## config.mk

```make
export PLATFORM = sky130hd
export DESIGN_NAME = tlv_deframer_caesar_cipher
export DESIGN_NICKNAME = d
export VERILOG_FILES = /design/src/rtl/tlvc_pkg.sv /design/src/rtl/tlvc_parser.sv /design/src/rtl/tlvc_outreg.sv /design/src/rtl/tlv_deframer_caesar_cipher.sv
export SDC_FILE = /design/constraint.sdc
export NUM_CORES = 1
export LEC_CHECK = 0
export BUFFER_PORTS_ARGS = -buffer_cell sky130_fd_sc_hd__buf_2
export CELL_PAD_IN_SITES_DETAIL_PLACEMENT = 0
export CELL_PAD_IN_SITES_GLOBAL_PLACEMENT = 1
export CORE_UTILIZATION = 25
export DETAILED_ROUTE_END_ITERATION = 8
export GPL_TIMING_DRIVEN = 0
export PLACE_DENSITY_LB_ADDON = 0.1
export SETUP_SLACK_MARGIN = 0.02
export SLEW_MARGIN = 20
export SYNTH_ARGS = -nofsm -noshare
export SYNTH_HDL_FRONTEND = slang
export SYNTH_SLANG_ARGS = --single-unit
```

## constraint.sdc

```tcl
create_clock -name clk -period 2.6 [get_ports clk]
set_input_delay 0.13 -clock clk [delete_from_list [all_inputs] [get_ports clk]]
set_output_delay 0.13 -clock clk [all_outputs]
set_load 0.01 [all_outputs]
```

## src/rtl/tlvc_pkg.sv

```systemverilog
// Shared types and constants for the TLV deframer with byte cipher.
// No dependencies; every module of the block imports this package.
package tlvc_pkg;

  // Number of big-endian bytes in each length field.
  localparam int LENGTH_BYTES = 4;
  localparam int HDR_CNT_W    = 3;
  localparam int LEN_W        = 32;

  localparam logic [7:0] FRAME_OPCODE   = 8'd2;
  localparam logic [7:0] SESS_ENCRYPT   = 8'd0;
  localparam logic [7:0] SESS_DECRYPT   = 8'd1;

  typedef enum logic [1:0] {
    KIND_DATA  = 2'd0,
    KIND_END   = 2'd1,
    KIND_ERROR = 2'd2
  } kind_t;

  typedef enum logic [7:0] {
    PH_SESSION_OP = 8'b0000_0001,
    PH_HEADER_LEN = 8'b0000_0010,
    PH_KEY        = 8'b0000_0100,
    PH_FRAME_OP   = 8'b0000_1000,
    PH_FRAME_LEN  = 8'b0001_0000,
    PH_PAYLOAD    = 8'b0010_0000,
    PH_END        = 8'b0100_0000,
    PH_ERROR      = 8'b1000_0000
  } phase_t;

  typedef struct packed {
    logic       valid;
    kind_t      kind;
    logic [7:0] data;
  } result_t;

endpackage

```

## src/rtl/tlvc_parser.sv

```systemverilog
// Session and frame parser with the byte cipher for the TLV deframer.
// Depends on tlvc_pkg; updates its state on every accepted input word.
module tlvc_parser (
  input  logic              clk,
  input  logic              rst_n,
  input  logic              in_accept,
  input  logic [7:0]        in_byte,
  output tlvc_pkg::result_t res
);
  import tlvc_pkg::*;

  phase_t               phase_r, phase_nxt;
  logic [HDR_CNT_W-1:0] hdr_cnt_r, hdr_cnt_nxt;
  logic [LEN_W-1:0]     rem_len_r, rem_len_nxt;
  logic [7:0]           key_r, key_nxt;
  logic                 decrypt_r, decrypt_nxt;

  logic [HDR_CNT_W:0]   cnt_inc;
  logic                 cnt_last;
  logic [LEN_W-1:0]     len_shift;
  logic [7:0]           cipher_byte;

  assign cnt_inc   = {1'b0, hdr_cnt_r} + {{HDR_CNT_W{1'b0}}, 1'b1};
  assign cnt_last  = (cnt_inc >= (HDR_CNT_W+1)'(LENGTH_BYTES));
  assign len_shift = {rem_len_r[LEN_W-9:0], in_byte};
  assign cipher_byte = decrypt_r ? (in_byte - key_r) : (in_byte + key_r);

  always_comb begin
    phase_nxt   = phase_r;
    hdr_cnt_nxt = hdr_cnt_r;
    rem_len_nxt = rem_len_r;
    key_nxt     = key_r;
    decrypt_nxt = decrypt_r;
    res.valid   = 1'b0;
    res.kind    = KIND_DATA;
    res.data    = 8'd0;
    unique case (phase_r)
      PH_SESSION_OP: begin
        if (in_byte == SESS_ENCRYPT || in_byte == SESS_DECRYPT) begin
          decrypt_nxt = in_byte[0];
          hdr_cnt_nxt = '0;
          phase_nxt   = PH_HEADER_LEN;
        end else begin
          phase_nxt = PH_ERROR;
          res.valid = 1'b1;
          res.kind  = KIND_ERROR;
        end
      end
      PH_HEADER_LEN: begin
        hdr_cnt_nxt = cnt_last ? '0 : cnt_inc[HDR_CNT_W-1:0];
        if (cnt_last) begin
          phase_nxt = PH_KEY;
        end
      end
      PH_KEY: begin
        key_nxt   = in_byte;
        phase_nxt = PH_FRAME_OP;
      end
      PH_FRAME_OP: begin
        if (in_byte != FRAME_OPCODE) begin
          phase_nxt = PH_ERROR;
          res.valid = 1'b1;
          res.kind  = KIND_ERROR;
        end else begin
          rem_len_nxt = '0;
          hdr_cnt_nxt = '0;
          phase_nxt   = PH_FRAME_LEN;
        end
      end
      PH_FRAME_LEN: begin
        rem_len_nxt = len_shift;
        hdr_cnt_nxt = cnt_last ? '0 : cnt_inc[HDR_CNT_W-1:0];
        if (cnt_last) begin
          if (len_shift == '0) begin
            phase_nxt = PH_END;
            res.valid = 1'b1;
            res.kind  = KIND_END;
          end else begin
            phase_nxt = PH_PAYLOAD;
          end
        end
      end
      PH_PAYLOAD: begin
        rem_len_nxt = rem_len_r - LEN_W'(1);
        res.valid   = 1'b1;
        res.kind    = KIND_DATA;
        res.data    = cipher_byte;
        if (rem_len_r == LEN_W'(1)) begin
          phase_nxt = PH_FRAME_OP;
        end
      end
      default: begin
        // End and error phases hold until reset.
        phase_nxt = phase_r;
      end
    endcase
    res.valid = res.valid & in_accept;
  end

  always_ff @(posedge clk) begin
    if (!rst_n) begin
      phase_r   <= PH_SESSION_OP;
      hdr_cnt_r <= '0;
      rem_len_r <= '0;
      key_r     <= '0;
      decrypt_r <= 1'b0;
    end else if (in_accept) begin
      phase_r   <= phase_nxt;
      hdr_cnt_r <= hdr_cnt_nxt;
      rem_len_r <= rem_len_nxt;
      key_r     <= key_nxt;
      decrypt_r <= decrypt_nxt;
    end
  end

endmodule

```

## src/rtl/tlvc_outreg.sv

```systemverilog
// Result register of the TLV deframer: holds one result word for the output stream.
// Depends on tlvc_pkg; tells the input side when a new word may be taken.
module tlvc_outreg (
  input  logic              clk,
  input  logic              rst_n,
  input  tlvc_pkg::result_t res,
  output logic              load_ok,
  output logic              out_tvalid,
  input  logic              out_tready,
  output logic [1:0]        out_tuser,
  output logic [7:0]        out_tdata
);
  import tlvc_pkg::*;

  logic       valid_r;
  kind_t      kind_r;
  logic [7:0] data_r;

  // The register can take a new word whenever it is empty or being drained.
  assign load_ok = !valid_r || out_tready;

  always_ff @(posedge clk) begin
    if (!rst_n) begin
      valid_r <= 1'b0;
    end else if (load_ok) begin
      valid_r <= res.valid;
    end
  end

  always_ff @(posedge clk) begin
    if (load_ok && res.valid) begin
      kind_r <= res.kind;
      data_r <= res.data;
    end
  end

  assign out_tvalid = valid_r;
  assign out_tuser  = kind_r;
  assign out_tdata  = data_r;

endmodule

```

## src/rtl/tlv_deframer_caesar_cipher.sv

```systemverilog
// TLV deframer with byte cipher: one input word per cycle unless the output register stalls.
// A result is registered and drives out_tvalid in the cycle after its input word is accepted;
// input is stalled only while the single output register is full and out_tready is low.
// Synchronous active-low reset returns the parser to the session opcode and empties the output.
// Depends on tlvc_pkg, tlvc_parser and tlvc_outreg.
module tlv_deframer_caesar_cipher (
  input  logic       clk,
  input  logic       rst_n,
  input  logic       in_tvalid,
  output logic       in_tready,
  input  logic [7:0] in_tdata,    // [7:0] data_byte
  output logic       out_tvalid,
  input  logic       out_tready,
  output logic [1:0] out_tuser,   // [1:0] kind
  output logic [7:0] out_tdata    // [7:0] out_byte
);
  import tlvc_pkg::*;

  result_t res;
  logic    load_ok;
  logic    in_accept;

  assign in_tready = load_ok;
  assign in_accept = in_tvalid && load_ok;

  tlvc_parser u_parser (
    .clk       (clk),
    .rst_n     (rst_n),
    .in_accept (in_accept),
    .in_byte   (in_tdata),
    .res       (res)
  );

  tlvc_outreg u_outreg (
    .clk        (clk),
    .rst_n      (rst_n),
    .res        (res),
    .load_ok    (load_ok),
    .out_tvalid (out_tvalid),
    .out_tready (out_tready),
    .out_tuser  (out_tuser),
    .out_tdata  (out_tdata)
  );

endmodule
```

==> results of run 1 <==
-- timing repair --
item                       4_1_cts  5_1_grt
pin swaps                        3        8
gates cloned                     0        1
hold buffers                     0        0
gates resized for setup         19       33
setup endpoints to repair       49       47
setup buffers                    4        5
-- power by group through the flow --
stage	logic (W)	clock network [W]	registers (W)
final	0.000201	0.00152	0.00102
after global routing	0.000221	0.00159	0.00102
after CTS	0.000194	0.00155	0.00102
after detailed placement	0.000175	0	0.00104
after global placement	0.000177	0	0.00104
after floorplan	0.000103	0	0.00104
-- path summary, 6_finish.rpt --
| path | start | endpoint | slack, ps | cells after the start |
|---|---|---|---|---|
| min reg2reg | u_parser.hdr_cnt_r[2] | u_parser.hdr_cnt_r[2] | 500 | 1 |
| max | u_parser.rem_len_r[11] | u_outreg.out_tdata[6] | 30 | 8 |
| min | in_tdata[0] | u_parser.decrypt_r | 70 | 3 |
| max reg2reg | u_parser.rem_len_r[11] | u_outreg.out_tdata[6] | 30 | 8 |
-- cell type report --
| class | count | area [sq um] | share of cell area |
|---|---|---|---|
| clock buffer | 10 | 229 | 0.0453 |
| buffer | 26 | 170 | 0.0336 |
| tap | 216 | 270 | 0.0534 |
| inverter | 16 | 60.1 | 0.0119 |
| sequential | 63 | 1370 | 0.271 |
| multi-input combinational | 373 | 2630 | 0.519 |
| clock inverter | 6 | 133 | 0.0262 |
| timing repair buffer | 32 | 201 | 0.0398 |
-- placed cells by master, fill, tap and decap left out, types with 5 or more instances in the layout --
cell / synthesis / final
and3_1: 6 / 5
o21ai_0: 38 / 36
dfxtp_2: 0 / 7
inv_1: 16 / 14
nand3_1: 6 / 6
nand2b_1: 8 / 8
nor2b_1: 15 / 15
xor2_1: 7 / 7
a21boi_0: 15 / 15
ha_1: 11 / 10
mux2i_1: 13 / 12
dfxtp_1: 53 / 46
a32o_1: 10 / 10
and2_1: 8 / 8
nand4_1: 5 / 5
a31oi_1: 7 / 6
nor3_1: 22 / 19
a22o_1: 9 / 9
nor2_1: 52 / 49
clkbuf_16: 0 / 9
edfxtp_1: 10 / 10
buf_4: 1 / 10
clkbuf_1: 22 / 12
buf_2: 3 / 23
xnor2_1: 16 / 16
buf_6: 4 / 5
nand2_1: 34 / 34
a21oi_1: 16 / 15
-- state kept, by name, indices dropped and copies added (netlist names) --
| name | count |
|---|---|
| u_parser.rem_len_r | 32 |
| u_outreg.out_tdata | 8 |
| u_parser.key_r | 8 |
| u_parser.phase_r | 8 |
| u_parser.hdr_cnt_r | 3 |
| u_outreg.out_tuser | 2 |
| u_outreg.out_tvalid | 1 |
| u_parser.decrypt_r | 1 |
-- through the flow --
stage | power, W | hold WS (ps) | utilization | TNS [ps]
6_report | 0.00274 | 65.8 | 0.320 | 0
3_3_place_gp | 0.00121 | 422 | 0.280 | -18440
4_1_cts | 0.00276 | 65.1 | 0.311 | 0
5_1_grt | 0.00284 | 80.6 | 0.320 | -367
2_1_floorplan | 0.00115 | 288 | - | 0
3_5_place_dp | 0.00121 | 426 | 0.280 | -17480
-- routing by layer --
metal,vias to the layer above,track usage
met5,-,0
met4,0,0.0796
met3,18,0.0273
met2,89,0.282
met1,1850,0.236
li1,1852,-
-- worst min-delay path, cell delays in order --
cell and delay (ps):
buf_2 90, mux2i_1 60, nor2b_1 90
-- cells by family after synthesis --
group	synth area share
mux	0.0322
buf+inv	0.0582
simple gates	0.265
compound gates	0.219
fa+ha+maj	0.0390
xor+xnor	0.0499
flops	0.337
==> results by group, run 1 <==
Global routing
  – Initial antenna violation count: 0
  – First-pass GRT wire length: around 22 mm
  – Largest net degree at the start of global routing: 12
  – Total global-route track usage: 0.177
  – GRT overflow: 0
  – Vias in the first global route: around 3,700

Detailed routing
  – Drt initial violations: around 270
  – Via Count: 3,809
  – Wire per inst: roughly 19 um
  – Drt pass-1 iters: 5
  – M1 WL: around 6.7 mm
  – Final ANT Viol Nets: 0
  – Final wirelength: between 10 and 15 mm
  – Via density: approximately 5.1
  – Met3 wire length: ~540 um
  – Drt drc: 0
  – Met2 WL: around 6.6 mm
  – Top routing layer in use: met4

Pwr
  – Leak pwr: 1.94 nW
  – Sequential share of power: 0.372
  – Cell Int Power: 0.00213 W
  – Comb power frac: 0.073
  – Sw frac: 0.223
  – Clock network fraction of total power: 0.555
  – Pwr Density: around 540 nW/um^2
  – Switching power: 0.000612 W
  – VDD IR max: 0.000299 V

Timing
  – Worst slew pin tran: 762 ps
  – Slew margin rel.: 0.488
  – Final setup fails: 0
  – Final hold vios: 0
  – Worst clock skew: 5.88 ps
  – Max Fclk: roughly 390 MHz
  – Tmin final: roughly 2600 ps
  – Final WS setup: 34.7 ps
  – Unrepaired setup endpoints after global routing: yes
  – Final Max Slew Viols: 0
  – Final period utilization: 0.987

Final layout
  – Layout cell share with drive strength beyond 1: 0.203
  – Count of nets after finishing: between 500 and 600
  – Inserted Diodes: 0
  – Area Overhead vs Synth: 25.3%
  – Non-Filler Instances: 742
  – Filler cells: around 1,700
  – Final instance area: slightly above 5000 sq um

Placement
  – Post-place setup slack: -620 ps
  – Hpwl dp: about 9.9 mm
  – IO buf count: 22
  – Placer Congestion: roughly 0.82
  – Post-Place Cells: approximately 720
  – Placed inst area: between 4000 and 5000 sq um

Logic synthesis
  – Ranking of synthesized cells by area: dfxtp_1 (26%), edfxtp_1 (7.4%), nor2_1 (4.8%)
  – Net Count, Synth: 508
  – Yosys reg bits: between 60 and 70
  – Yosys top cell by area: dfxtp_1
  – Sequential cell area fraction in the yosys report: 0.337
  – Post-synth top area share: 0.263
  – Yosys synthesis warning count: 0
  – Netlist Area Pre-Place: 4040 sq um
  – Syn Inst Count: between 400 and 500
  – Asr flop ratio synth: 0
  – Top FF cell, synth: dfxtp_1
  – Post-synth top cells: dfxtp_1 (53), nor2_1 (52), o21ai_0 (38)
  – Post-synth cell types: 68
  – Post-synth EDFFs: 10
  – Most common cell in the netlist: dfxtp_1
  – Syn avg cell area: about 8.3 sq um

Clock tree
  – Clk pin slew, worst setup/hold paths: 60 ps
  – Deepest clock path buffer count: 2
  – Skew-Pair Late Insertion Delay: about 340 ps
  – Clock sinks: 63
  – H-tree depth: 3
  – CTS Root Cell: clkbuf_16
  – TritonCTS buffer count: 9
  – CTS tree: done

Setup path
  – WP data required: around 2700 ps
  – CP cell instances: or4_4, nor4_4, nand4_1, buf_4, nor4_4, nor3_2, nor2_4, buf_12
  – Crit end category: flip-flop
  – Slowest stage cell, crit path: or4_4
  – CP max FO: 10
  – Critical path class: flip-flop to flip-flop
  – Crit start category: flip-flop
  – Slowest stage delay, CP: ~590 ps
  – Most frequent CP cell: nor4_4
  – CP delay by family, top: simple AND/OR/NAND/NOR gates
  – WP buf/inv: 2
  – WP data arrival: 2630 ps

Die
  – Core Area: approximately 16,000 sq um
  – Die Y: 129 um
  – Die area: between 15,000 and 20,000 sq um
  – Cell Rows: 46
  – Initial cell density of the core: 0.255
  – Io pins: 24
  – Die W: about 130 um

Outcome
  – Status: complete, no violations

Worst hold path
  – Hold WC Path Type: input pin to flip-flop

Run
  – Max-Cap Viols: 0
No activity file was read; power rests on OpenSTA's default activity.
==> inputs of run 2 (changes only) <==
--- a/config.mk
+++ b/config.mk
@@ -11,7 +11,7 @@
 export CORE_UTILIZATION = 25
 export DETAILED_ROUTE_END_ITERATION = 8
 export GPL_TIMING_DRIVEN = 0
-export PLACE_DENSITY_LB_ADDON = 0.1
+export PLACE_DENSITY = 0.62
 export SETUP_SLACK_MARGIN = 0.02
 export SLEW_MARGIN = 20
 export SYNTH_ARGS = -nofsm -noshare
==> run 2 against run 1 <==
Compared with the run above: first-iteration DRC count is 37% higher; combinational power fell by 5%; routed wire length is 7.5% lower; critical endpoint is now u_parser.rem_len_r[29]; global-route usage decreased by 1.3 points; clock skew rose by 3.1 ps; final cell count did not move; sequential share of layout area is 0.70 points higher.
==> results by group, run 2 (synthesis results as in run 1) <==
Outcome
  – Status: complete, no violations

Setup path
  – WP data required: 2820 ps (+160 ps)
  – Crit start category: flip-flop
  – CP delay by family, top: simple AND/OR/NAND/NOR gates
  – Crit end category: flip-flop
  – Slowest stage cell, crit path: or4_4
  – Critical path class: flip-flop to flip-flop
  – WP buf/inv: 2 (unchanged)
  – WP data arrival: 2770 ps (+140 ps)
  – CP cell instances: buf_6, or4_4, nor4b_4, buf_4, nand3_4, o311a_1, a2111oi_1, nor2_1
  – Slowest stage delay, CP: 560 ps (-30 ps)
  – CP max FO: 7 (-3)

Final layout
  – Filler cells: 1,674 (+0.18%)
  – Inserted Diodes: 0 (unchanged)
  – Most frequent cells in the layout: dfxtp_1 (52), nor2_1 (49), o21ai_0 (36)
  – Count of nets after finishing: 545 (unchanged)
  – Most common cell after layout, fill and taps aside: dfxtp_1
  – Layout cell share with drive strength beyond 1: 0.179 (-0.0247)
  – Max reg flops: 32 (unchanged)
  – Area Overhead vs Synth: 21.4%
  – Most flops, register: u_parser.rem_len_r

Detailed routing
  – Wire per inst: 17.5 um (-7.5%)
  – Final wirelength: 13.0 mm (-7.5%)
  – Via Count: 3,899 (+2.4%)
  – Drt drc: 0 (unchanged)
  – Drt initial violations: 370 (+37%)
  – Via density: 5.25 (+2.4%)
  – Drt pass-1 iters: 5 (unchanged)
  – Final ANT Viol Nets: 0 (unchanged)

Pwr
  – Cell Int Power: 0.00172 W (-19%)
  – Clock network fraction of total power: 0.475 (-0.080)
  – Comb power frac: 0.083 (+0.010)
  – Sequential share of power: 0.442 (+0.070)
  – Pwr Density: 469 nW/um^2 (-13%)
  – VDD IR max: 0.000357 V (+19%)
  – Leak pwr: 1.89 nW (-2.9%)
  – Switching power: 0.000580 W (-5.2%)
  – Sw frac: 0.252 (+0.0290)

Timing
  – Slew margin rel.: 0.463 (-0.0250)
  – Max Fclk: 393 MHz (+0.89%)
  – Final WS setup: 57.2 ps (+22.5 ps)
  – Tmin final: 2540 ps (-22.5 ps)
  – Final setup fails: 0 (unchanged)
  – Setup_tns: 0 ps (unchanged)
  – Final hold vios: 0 (unchanged)
  – Final period utilization: 0.978 (-0.00867)
  – Worst clock skew: 8.94 ps (+3.06 ps)
  – Worst slew pin tran: 798 ps (+35.9 ps)
  – Final Max Slew Viols: 0 (unchanged)

Die
  – Cell Rows: 46 (unchanged)
  – Io pins: 24 (unchanged)
  – Die Y: 129 um (unchanged)
  – Core Area: 15,800 sq um (unchanged)
  – Die area: 16,700 sq um (unchanged)
  – Initial cell density of the core: 0.255 (unchanged)
  – Die W: 129 um (unchanged)

Clock tree
  – Skew-Pair Late Insertion Delay: 340 ps (about the same)
  – TritonCTS buffer count: 9 (unchanged)
  – Hold_buf cts: 0 (unchanged)
  – Clock sinks: 63 (unchanged)
  – CTS Root Cell: clkbuf_16
  – Clk pin slew, worst setup/hold paths: 60 ps (about the same)
  – CTS tree: done
  – H-tree depth: 3 (unchanged)
  – Deepest clock path buffer count: 2 (unchanged)

Global routing
  – Initial antenna violation count: 0 (unchanged)
  – Total global-route track usage: 0.164 (-0.0128)
  – Vias in the first global route: 3,791 (+3.7%)
  – Largest net degree at the start of global routing: 11 (-1)
  – First-pass GRT wire length: 20.6 mm (-5.2%)
  – GRT overflow: 0 (unchanged)

Worst hold path
  – Hold WC Path Type: input pin to flip-flop

Placement
  – Placer Congestion: 0.885 (+8.3%)
  – Post-place setup slack: -530 ps (+90.2 ps)
  – IO buf count: 22 (unchanged)
  – Hpwl dp: 9.16 mm (-7.7%)

Run
  – Max-Cap Viols: 0 (unchanged)
-- run 2: through the flow --
stage	hold slack, ps	total power (W)	cells	instance area, sq um	util
after detailed placement	424	0.00121	722	4420	0.280
after global placement	420	0.00121	722	4420	0.280
after global routing	108	0.00238	742	4900	0.310
final	74.7	0.00230	742	4900	0.310
after CTS	65.0	0.00232	743	4810	0.304
after floorplan	288	0.00115	484	4040	-
-- run 2: path summary, 6_finish.rpt --
kind / start / to / slack, ps / depth (start not counted)
worst min register to register: u_parser.rem_len_r[27] / u_parser.rem_len_r[27] / 500 / 1
worst max register to register: u_parser.rem_len_r[5] / u_parser.rem_len_r[29] / 60 / 8
worst max-delay path: u_parser.rem_len_r[5] / u_parser.rem_len_r[29] / 60 / 8
worst min-delay path: in_tdata[0] / u_parser.decrypt_r / 70 / 3
-- run 2: worst reg2reg max path, delay by kind of cell (launching register included) --
family	cells	cell delay, ps
DFF	1	300
and+or+nand+nor	4	1070
buffers and inverters	2	320
AOI/OAI and AO/OA	2	740
-- run 2: repair_timing --
action,4_1_cts,5_1_grt
gates resized for setup,14,25
pin swaps,5,5
endpoints found under the setup margin,44,48
setup buffers,6,4
-- run 2: per-layer routing --
layer | track usage | share of wire | up-vias | routed length, um
met1 | 0.206 | 0.46 | 1888 | 5960
met2 | 0.274 | 0.47 | 143 | 6180
met3 | 0.0384 | 0.050 | 20 | 648
met4 | 0.0602 | 0.018 | 0 | 235
li1 | - | - | 1848 | -
met5 | 0 | 0 | - | 0
-- run 2: power groups by stage --
stage | sequential, W | combinational, W | clock [W]
2_1_floorplan | 0.00104 | 0.000103 | 0
3_3_place_gp | 0.00104 | 0.000172 | 0
3_5_place_dp | 0.00104 | 0.000173 | 0
4_1_cts | 0.00102 | 0.000187 | 0.00112
5_1_grt | 0.00102 | 0.000212 | 0.00115
6_report | 0.00102 | 0.000191 | 0.00109
-- run 2: final cells by class --
class,instances,area (sq um),area share
inverters,16,60.1,0.0122
clock buffers,10,229,0.0467
multi-input cells,373,2590,0.529
plain buffers,26,165,0.0337
repair buffers,32,198,0.0403
well taps,216,270,0.0551
flip-flops and latches,63,1360,0.278
clock inverters,6,27.5,0.00561
==> inputs of run 3 (changes only) <==
--- a/config.mk
+++ b/config.mk
@@ -5,7 +5,7 @@
 export SDC_FILE = /design/constraint.sdc
 export NUM_CORES = 1
 export LEC_CHECK = 0
-export BUFFER_PORTS_ARGS = -buffer_cell sky130_fd_sc_hd__buf_2
+export BUFFER_PORTS_ARGS = -buffer_cell sky130_fd_sc_hd__buf_4
 export CELL_PAD_IN_SITES_DETAIL_PLACEMENT = 0
 export CELL_PAD_IN_SITES_GLOBAL_PLACEMENT = 1
 export CORE_UTILIZATION = 25
==> run 3 against run 2 <==
Compared with the run above: non-clock buffer count is 1 higher; first-iteration DRC count shrank 16%; sequential cell count did not move; cell area rose by 2.4%; sequential share of layout area down 0.56 points; final cell count is 0.13% higher; worst setup slack improved by 24 ps; sequential power hardly changed; die area unchanged; worst hold slack got worse by 7.0 ps; register-to-register slack gained 20 ps; via count shrank 0.33%.
==> results by group, run 3 (synthesis results as in run 1) <==
Outcome
  – Status: complete, no violations

Setup path
  – WP data required: 2660 ps (-160 ps)
  – Crit start category: flip-flop
  – WP data arrival: 2580 ps (-190 ps)
  – Worst r2r dst: u_outreg.out_tuser[1]
  – CP Capture Point: u_outreg.out_tuser[1]
  – Critical path class: flip-flop to flip-flop
  – CP max FO: 10 (+3)
  – FF-to-FF Start: u_parser.rem_len_r[11]
  – Worst path depth: 8 (unchanged)
  – CP cell instances: or4_4, nor4_4, nand4_1, buf_6, nor4_4, nor3_2, nor2_4, buf_12
  – Slowest stage delay, CP: 580 ps (+20 ps)
  – Reg2Reg Depth: 8 (unchanged)
  – CP delay by family, top: simple AND/OR/NAND/NOR gates
  – Crit end category: flip-flop
  – Worst reg2reg setup slack: 80 ps (+20 ps)
  – CP Launch Point: u_parser.rem_len_r[11]
  – Most frequent CP cell: nor4_4
  – Slowest stage cell, crit path: or4_4
  – WP buf/inv: 2 (unchanged)

Final layout
  – Final instance area: 5020 sq um (+2.4%)
  – Most frequent cells in the layout: nor2_1 (50), dfxtp_1 (48), o21ai_0 (36)
  – Area Overhead vs Synth: 24.4%
  – Inserted Diodes: 0 (unchanged)
  – Max reg flops: 32 (unchanged)
  – Layout cell share with drive strength beyond 1: 0.192 (+0.0129)
  – Most common cell after layout, fill and taps aside: nor2_1
  – Most flops, register: u_parser.rem_len_r
  – Count of nets after finishing: 546 (+0.18%)
  – Non-Filler Instances: 743 (+0.13%)

Global routing
  – GRT overflow: 0 (unchanged)
  – First-pass GRT wire length: 20.3 mm (-1.4%)
  – Initial antenna violation count: 0 (unchanged)
  – Largest net degree at the start of global routing: 11 (unchanged)
  – GRT met1 Usage: 0.212 (+0.00580)
  – Vias in the first global route: 3,651 (-3.7%)
  – Met2 usage: 0.258 (-0.0158)
  – Met3 Resource Use GR: 0.0359 (-0.00248)
  – Grt peak-use layer: met2
  – Total global-route track usage: 0.163 (-0.00184)

Placement
  – Placed inst area: 4490 sq um (+1.4%)
  – IO buf count: 22 (unchanged)
  – Post-Place Cells: 722 (unchanged)
  – Hpwl dp: 9.04 mm (-1.3%)
  – Post-place setup slack: -539 ps (-8.38 ps)
  – Placer Congestion: 0.851 (-3.8%)

Timing
  – Final setup fails: 0 (unchanged)
  – Final Max Slew Viols: 0 (unchanged)
  – Final period utilization: 0.969 (-0.00911)
  – Max Fclk: 397 MHz (+0.94%)
  – Final hold vios: 0 (unchanged)
  – Worst clock skew: 9.74 ps (+0.791 ps)
  – Slew margin rel.: 0.502 (+0.0389)
  – Unrepaired setup endpoints after global routing: yes
  – Tmin final: 2520 ps (-23.7 ps)
  – Worst slew pin tran: 741 ps (-56.5 ps)
  – Final WS setup: 80.9 ps (+23.7 ps)

Worst hold path
  – Worst hold start: in_tdata[0]
  – WHS Path Cells: 3 (unchanged)
  – Hold WC Path Type: input pin to flip-flop

Die
  – Die area: 16,700 sq um (unchanged)
  – Cell Rows: 46 (unchanged)
  – Io pins: 24 (unchanged)
  – Core Area: 15,800 sq um (unchanged)
  – Die W: 129 um (unchanged)
  – Initial cell density of the core: 0.255 (unchanged)
  – Die Y: 129 um (unchanged)

Detailed routing
  – Final ANT Viol Nets: 0 (unchanged)
  – Wire per inst: 17.4 um (-0.56%)
  – Via density: 5.23 (-0.47%)
  – Drt initial violations: 309 (-16%)
  – Via Count: 3,886 (-0.33%)
  – Drt pass-1 iters: 5 (unchanged)
  – Final wirelength: 13.0 mm (-0.43%)
  – Drt drc: 0 (unchanged)

Clock tree
  – H-tree depth: 3 (unchanged)
  – CTS Root Cell: clkbuf_16
  – Deepest clock path buffer count: 2 (unchanged)
  – Clock sinks: 63 (unchanged)
  – Skew-Pair Late Insertion Delay: 340 ps (about the same)
  – TritonCTS buffer count: 9 (unchanged)
  – CTS tree: done
  – Hold_buf cts: 0 (unchanged)
  – Clk pin slew, worst setup/hold paths: 50 ps (about the same)

Pwr
  – Pwr Density: 486 nW/um^2 (+3.5%)
  – Leak pwr: 1.93 nW (+2.2%)
  – VDD IR max: 0.000310 V (-13%)

Run
  – Max-Cap Viols: 0 (unchanged)
## run 3: cell types whose count changed in the layout (fill, tap and decap cells not counted), sizes merged
cell,delta
bufinv,+1
clkinv,-6
clkbuf,+6
## run 3: power by group
| group | switching (W) | total (W) | internal, W |
|---|---|---|---|
| registers | 0.00000681 | 0.00102 | 0.00101 |
| logic | 0.000114 | 0.000209 | 0.0000953 |
| clock network | 0.000443 | 0.00121 | 0.000770 |
| total | 0.000564 | 0.00244 | 0.00188 |
## run 3: worst min-delay path by stage
stage | slack (ps) | end
final | 70 | u_parser.decrypt_r
after global routing | 90 | u_parser.key_r[6]
after CTS | 60 | u_parser.decrypt_r
after detailed placement | 420 | u_parser.decrypt_r
after global placement | 410 | u_parser.decrypt_r
after floorplan | 290 | u_outreg.out_tvalid
## run 3: final cells by class
type,instances,area [sq um]
plain buffers,28,179
multi-input cells,373,2610
clock buffers,15,258
well taps,216,270
repair buffers,31,249
clock inverters,1,30.0
inverters,16,60.1
fillers,1657,10800
flip-flops and latches,63,1370
## run 3: layer usage
layer	wire length [um]	vias up
li1	-	1855
met1	6070	1891
met3	614	21
met5	0	-
met4	223	0
met2	6060	119
## run 3: worst reg2reg max path, stage by stage, from the launching register on
cell,delay (ps)
dfxtp_2,330
or4_4,580
nor4_4,330
nand4_1,150
buf_6,160
nor4_4,330
nor3_2,90
nor2_4,110
buf_12,140
## run 3: stage by stage
| step | hold slack [ps] | setup TNS, ps | util | power, W |
|---|---|---|---|---|
| final | 67.7 | 0 | 0.317 | 0.00244 |
| after global routing | 94.4 | -169 | 0.317 | 0.00253 |
| after CTS | 65.0 | 0 | 0.309 | 0.00245 |
| after detailed placement | 418 | -11240 | 0.284 | 0.00122 |
| after global placement | 408 | -11750 | 0.283 | 0.00122 |
| after floorplan | 288 | 0 | - | 0.00115 |
## run 3: timing repair
action | 4_1_cts | 5_1_grt
pin swaps | 3 | 9
gates resized for setup | 14 | 39
endpoints found under the setup margin | 46 | 42
setup buffers | 4 | 5
